File: src/bounded_list_deque_engine_macros.svh
// assertion macros for the bounded list deque engine
// used by the top level; expects a clock named i_clk and a reset named i_rst_n
`ifndef BOUNDED_LIST_DEQUE_ENGINE_MACROS_SVH
`define BOUNDED_LIST_DEQUE_ENGINE_MACROS_SVH

// condition holds in the same cycle as the trigger
`define BLD_ASSERT_SAME(lbl, trig, cond) \
    lbl: assert property (@(posedge i_clk) disable iff (!i_rst_n) (trig) |-> (cond)) \
        else $error("bounded_list_deque_engine: same-cycle check failed");

// condition holds in the cycle after the trigger
`define BLD_ASSERT_NEXT(lbl, trig, cond) \
    lbl: assert property (@(posedge i_clk) disable iff (!i_rst_n) (trig) |=> (cond)) \
        else $error("bounded_list_deque_engine: next-cycle check failed");

`endif

File: src/bld_pkg.sv
// shared types and codes for the bounded list deque engine
// no dependencies
`default_nettype none

package bld_pkg;

    // fixed field widths of the command and response
    localparam int OPCODE_W = 3;
    localparam int VALUE_W  = 32;
    localparam int COUNT_W  = 9;
    localparam int STATUS_W = 2;

    // default sizing
    localparam int DEPTH_DEF      = 256;
    localparam int ELEM_WIDTH_DEF = 32;

    // opcodes
    localparam logic [OPCODE_W-1:0] OP_PUSH_FRONT = 3'd0;
    localparam logic [OPCODE_W-1:0] OP_PUSH_BACK  = 3'd1;
    localparam logic [OPCODE_W-1:0] OP_POP_FRONT  = 3'd2;
    localparam logic [OPCODE_W-1:0] OP_READ_HEAD  = 3'd3;
    localparam logic [OPCODE_W-1:0] OP_READ_INDEX = 3'd4;
    localparam logic [OPCODE_W-1:0] OP_TAKE       = 3'd5;
    localparam logic [OPCODE_W-1:0] OP_DROP       = 3'd6;
    localparam logic [OPCODE_W-1:0] OP_READ_LEN   = 3'd7;

    // status codes
    localparam logic [STATUS_W-1:0] ST_OK    = 2'd0;
    localparam logic [STATUS_W-1:0] ST_FULL  = 2'd1;
    localparam logic [STATUS_W-1:0] ST_EMPTY = 2'd2;

    // command transfer
    typedef struct packed {
        logic        [OPCODE_W-1:0] opcode;
        logic signed [VALUE_W-1:0]  value;
        logic        [COUNT_W-1:0]  count;
    } t_cmd;

    // response transfer
    typedef struct packed {
        logic signed [VALUE_W-1:0]  data;
        logic        [COUNT_W-1:0]  length;
        logic        [STATUS_W-1:0] status;
    } t_rsp;

    // response fields known at issue time, handed from control to the top
    typedef struct packed {
        logic                rd_ok;
        logic [COUNT_W-1:0]  length;
        logic [STATUS_W-1:0] status;
    } t_meta;

endpackage

`default_nettype wire

File: src/bld_ctrl.sv
// command decode, ring pointer and element count for the deque engine
// depends on bld_pkg; drives the element ram address and write port
`default_nettype none

module bld_ctrl
    import bld_pkg::*;
#(
    parameter int DEPTH      = DEPTH_DEF,
    parameter int ELEM_WIDTH = ELEM_WIDTH_DEF
) (
    input  wire logic                     i_clk,
    input  wire logic                     i_rst_n,
    input  wire logic                     i_accept,
    input  wire t_cmd                     i_cmd,
    output logic                          o_run,
    output logic                          o_mem_we,
    output logic                          o_mem_re,
    output logic [$clog2(DEPTH)-1:0]      o_mem_addr,
    output logic [ELEM_WIDTH-1:0]         o_mem_wdata,
    output logic                          o_valid,
    output t_meta                         o_meta
);

    localparam int AW = $clog2(DEPTH);
    localparam int CW = $clog2(DEPTH + 1);
    localparam int SW = CW + 1;
    localparam int XW = (CW > COUNT_W) ? CW : COUNT_W;
    localparam logic [AW-1:0] LAST_SLOT = AW'(DEPTH - 1);
    localparam logic [CW-1:0] FULL_CNT  = CW'(DEPTH);
    localparam logic [SW-1:0] RING_SIZE = SW'(DEPTH);

    logic [AW-1:0] r_front, n_front;
    logic [CW-1:0] r_cnt, n_cnt;
    logic          r_run;
    logic          r_valid;
    t_meta         r_meta, n_meta;

    logic [XW-1:0] n_ext;
    logic [XW-1:0] cnt_ext;
    logic [CW-1:0] n_clip;
    logic [CW-1:0] off;
    logic [SW-1:0] sum;
    logic [SW-1:0] wrapped;
    logic [AW-1:0] slot;
    logic [AW-1:0] front_dec;
    logic          full;
    logic          empty;

    // operand widening and clipping of the drop count
    assign n_ext   = XW'(i_cmd.count);
    assign cnt_ext = XW'(r_cnt);
    assign n_clip  = (n_ext > cnt_ext) ? r_cnt : CW'(n_ext);
    assign full    = (r_cnt == FULL_CNT);
    assign empty   = (r_cnt == '0);

    // offset select for the shared ring adder
    always_comb begin
        case (i_cmd.opcode)
            OP_PUSH_BACK: off = r_cnt;
            OP_POP_FRONT: off = CW'(1);
            OP_DROP:      off = n_clip;
            default:      off = CW'(n_ext);
        endcase
    end

    // front plus offset, wrapped once (sum stays below twice the depth wherever the slot is used)
    assign sum       = SW'(r_front) + SW'(off);
    assign wrapped   = (sum >= RING_SIZE) ? (sum - RING_SIZE) : sum;
    assign slot      = wrapped[AW-1:0];
    assign front_dec = (r_front == '0) ? LAST_SLOT : (r_front - AW'(1));

    // command decode
    always_comb begin
        n_front       = r_front;
        n_cnt         = r_cnt;
        o_mem_we      = 1'b0;
        o_mem_re      = 1'b0;
        o_mem_addr    = r_front;
        o_mem_wdata   = ELEM_WIDTH'(i_cmd.value);
        n_meta.rd_ok  = 1'b0;
        n_meta.status = ST_OK;
        if (i_accept) begin
            unique case (i_cmd.opcode)
                OP_PUSH_FRONT: begin
                    if (full) begin
                        n_meta.status = ST_FULL;
                    end else begin
                        o_mem_we   = 1'b1;
                        o_mem_addr = front_dec;
                        n_front    = front_dec;
                        n_cnt      = r_cnt + CW'(1);
                    end
                end
                OP_PUSH_BACK: begin
                    if (full) begin
                        n_meta.status = ST_FULL;
                    end else begin
                        o_mem_we   = 1'b1;
                        o_mem_addr = slot;
                        n_cnt      = r_cnt + CW'(1);
                    end
                end
                OP_POP_FRONT: begin
                    if (empty) begin
                        n_meta.status = ST_EMPTY;
                    end else begin
                        o_mem_re     = 1'b1;
                        n_meta.rd_ok = 1'b1;
                        n_front      = slot;
                        n_cnt        = r_cnt - CW'(1);
                    end
                end
                OP_READ_HEAD: begin
                    if (empty) begin
                        n_meta.status = ST_EMPTY;
                    end else begin
                        o_mem_re     = 1'b1;
                        n_meta.rd_ok = 1'b1;
                    end
                end
                OP_READ_INDEX: begin
                    if (n_ext >= cnt_ext) begin
                        n_meta.status = ST_EMPTY;
                    end else begin
                        o_mem_re     = 1'b1;
                        o_mem_addr   = slot;
                        n_meta.rd_ok = 1'b1;
                    end
                end
                OP_TAKE: begin
                    if (n_ext < cnt_ext) begin
                        n_cnt = CW'(n_ext);
                    end
                end
                OP_DROP: begin
                    n_front = slot;
                    n_cnt   = r_cnt - n_clip;
                end
                OP_READ_LEN: begin
                end
                default: begin
                end
            endcase
        end
        n_meta.length = COUNT_W'(n_cnt);
    end

    // pointer, count and strobe registers
    always_ff @(posedge i_clk) begin
        if (!i_rst_n) begin
            r_front <= '0;
            r_cnt   <= '0;
            r_run   <= 1'b0;
            r_valid <= 1'b0;
        end else begin
            r_front <= n_front;
            r_cnt   <= n_cnt;
            r_run   <= 1'b1;
            r_valid <= i_accept;
        end
    end

    // response fields, captured with the command
    always_ff @(posedge i_clk) begin
        if (i_accept) begin
            r_meta <= n_meta;
        end
    end

    assign o_run   = r_run;
    assign o_valid = r_valid;
    assign o_meta  = r_meta;

endmodule

`default_nettype wire
File: config.mk
export PLATFORM = sky130hd
export DESIGN_NAME = bld_ctrl
export DESIGN_NICKNAME = d
export VERILOG_FILES = /design/src/bounded_list_deque_engine_macros.svh /design/src/bld_pkg.sv /design/src/bld_ctrl.sv
export SDC_FILE = /design/constraint.sdc
export NUM_CORES = 1
export LEC_CHECK = 0
export BUFFER_PORTS_ARGS = -buffer_cell sky130_fd_sc_hd__buf_2
export CAP_MARGIN = 30
export CORE_MARGIN = 3
export CORE_UTILIZATION = 59
export DETAILED_ROUTE_END_ITERATION = 6
export GPL_TIMING_DRIVEN = 1
export PLACE_DENSITY = 0.94
export SYNTH_ARGS = -nofsm -noshare
export SYNTH_HDL_FRONTEND = slang
export SYNTH_SLANG_ARGS = --single-unit
File: constraint.sdc
create_clock -name i_clk -period 21.3 [get_ports i_clk]
set_input_delay 6.39 -clock i_clk [delete_from_list [all_inputs] [get_ports i_clk]]
set_output_delay 6.39 -clock i_clk [all_outputs]
set_load 0.02 [all_outputs]
==> results.md <==
- Outcome: complete, no violations
- Most frequent cells in the layout: a21oi_1 (43), buf_2 (39), o21ai_0 (35)
- Die X: 87.7 microns
- Ys async rst share: 0%
- Reg2Reg Setup Slack: 16.18 ns
- Initial core utilization: 61.4%
- VDD IR max: 0.0240 mV
- Global route overflow: 0
- Skew-Pair Late Insertion Delay: 0.29 ns
- Root Driver: clkbuf_8
- Share of cells above drive strength 1: 12.9%
- Wirelength, routed: 12400 microns
- Largest net degree at the start of global routing: 31
- Register area share after synthesis: 18.8%
- Synthesized area per cell: 7.56 sq um
- DRT Pass-1 Iters: 6
- CP max stage delay: 0.46 ns
- Vias per Instance: 7.18
- Sum Neg Setup Slack: 0 ns
- Diodes inserted: 0
- WS Path Type: in -> out
- Worst setup margin: 4.31 ns
- Setup crit start kind: input pin
- Post-cts gate resize count: 0
- Place WS: 4.37 ns
- Leak: 1.63 nW
- Top_reg_cell synth: dfxtp_1
- Yosys warning count: 0
- FF+latch count, synth: 31
- IO Pins: 103
- Req. time, crit path: 14.91 ns
- Hold_buf cts: 0
- Final Max Tran Viols: 0
- Final period utilization: 79.8%
- Num Clock Sinks: 31
- Cell Area, Synth: 0.00394 sq mm
- Tightest Pin Transition: 0.914 ns
- GR Util All Layers: 31.8%
- Commonest non-fill, non-tap cell in the layout: a21oi_1
- Post-DRT Antenna Nets: 0
- Worst hold path class: reg -> reg
- EDFF count, synth: 12
- Placed Area: 0.00388 sq mm
- Design area: 0.00400 sq mm
- CTS tree: done
- RSZ-0062 raised after global routing: false
- Worst-path clk slew: 0.07 ns
- # Post-CTS Setup Buffers: 0
- Mapped Nets: 598
- Die footprint: 0.00770 sq mm
- Initial DRC Count: 648
- Unique masters post-synth: 73
- Tmin final: 16.99 ns
- Max cap viols: 0
- Tot Pwr: 0.252 mW
- Critical path fanouts, max: 10
- Final setup violating endpoints: 0
- Vias post-DR: 4223
- FP Rows: 29
- Crit. End Element: output pin
- Core Area: 0.00642 sq mm
- Pwr Density: 63.1 mW/mm^2
- Final Hold Viols: 0
- Vias in the first global route: 3782
- Gp weighted congestion: 1.02
- Cell breakdown of the critical path: buf_2 -> ha_1 -> nand3_1 -> a211oi_1 -> nor3_2 -> nor2_2 -> a211oi_2 -> a221oi_1 -> ha_1 -> inv_1 -> fa_1 -> nor2b_1 -> o21ai_0 -> nand2b_1 -> a21o_1 -> a21oi_1 -> xor2_1 -> o32ai_1 -> buf_2
- Port buffer count: 38
- Fmax: 0.0588 GHz
- Worst Skew: 0.0106 ns
- Initial antenna violation count: 0
- Syn-to-layout area delta: 1.46%
- Final core utilization: 62.3%
- Die height: 87.7 microns
- Fin nets: 587
- Routed length per placed instance: 21.1 microns
- Inserted Clock Buffers: 5
- Clk buf depth: 2
- DP Wirelength: 9290 microns
- Max_slew headroom: 38.7%
- Critical path arrival: 10.60 ns
- DRC viols: 0
- Crit-path slowest cell: nor2_2
- Max H-tree Level: 2
- First-pass GRT wire length: 19400 microns
- Synthesized instance count: 521
## registers in the layout, indices dropped and copies added (netlist names)
signal   count
o_meta      12
r_front      8
o_run        1
o_valid      1
cnt_ext      9
## per-stage QoR
stage          instances  hold WS (ns)
3_5_place_dp         580         0.623
6_report             588         0.651
5_1_grt              588         0.672
3_3_place_gp         579         0.596
4_1_cts              588         0.643
2_1_floorplan        521         0.533
## worst max-delay path, delay by kind of cell
kind / cells / cell delay, ns
AND/OR/NAND/NOR: 5 / 1.06
XOR/XNOR: 1 / 0.18
AO/OA/AOI/OAI: 7 / 1.62
buffers and inverters: 3 / 0.40
adder cells (fa/ha/maj): 3 / 0.95
## where the power goes
part           internal, mW  switching (mW)  leakage [nW]  total (mW)
Combinational        0.0444          0.0727          1.29       0.117
Clock                0.0378          0.0237        0.0612      0.0615
Sequential           0.0666         0.00692         0.279      0.0735
## kinds of logic (layout without fill, tap and decap cells)
family	Yosys count	count (layout)	synth area share, %
buffers and inverters	83	73	11.7
AND/OR/NAND/NOR	170	170	22.6
AO/OA/AOI/OAI	182	182	31.0
flip-flops	31	31	18.8
adder cells (fa/ha/maj)	30	30	9.90
multiplexers	12	12	3.11
XOR/XNOR	13	13	2.89
## area by class of cell
cell class,instances,area (sq um)
inverter,23,86.3
tap,77,96.3
timing repair buffer,42,218
clock inverter,2,35.0
clock buffer,6,82.6
fill,552,2420
multi-input combinational,407,2740
sequential,31,741
## path summary, 6_finish.rpt
check / from / to / cells after the start
setup / recovery: i_cmd[8] / o_mem_addr[6] / 19
hold / removal: r_front[6] / r_front[6] / 2
setup reg to reg: cnt_ext[8] / o_meta[6] / 13
hold reg to reg: r_front[6] / r_front[6] / 2
## metal layers
metal,wire length [microns],up-vias,global-route usage (%)
li1,-,1907,-
met1,4960,1913,44.6
met2,5260,344,46.5
met3,1710,59,7.53
met4,470,0,13.1
met5,0,-,0
## synth_stat cells (all sizes together), types with 9 or more instances
| cell | instances | area, sq um |
|---|---|---|
| a21oi | 43 | 215 |
| buf | 43 | 310 |
| o21ai | 36 | 180 |
| nor2 | 35 | 134 |
| nand2 | 33 | 124 |
| ha | 28 | 350 |
| inv | 22 | 82.6 |
| dfxtp | 19 | 380 |
| nand3 | 19 | 95.1 |
| clkbuf | 17 | 63.8 |
| nor3 | 16 | 85.1 |
| and2 | 14 | 87.6 |
| edfxtp | 12 | 360 |
| a22oi | 11 | 82.6 |
| o22ai | 11 | 68.8 |
| mux2i | 10 | 100 |
| a211oi | 9 | 72.6 |
| a22o | 9 | 78.8 |
| nor2b | 9 | 56.3 |
Note: power is estimated with default switching activity, not from simulation.
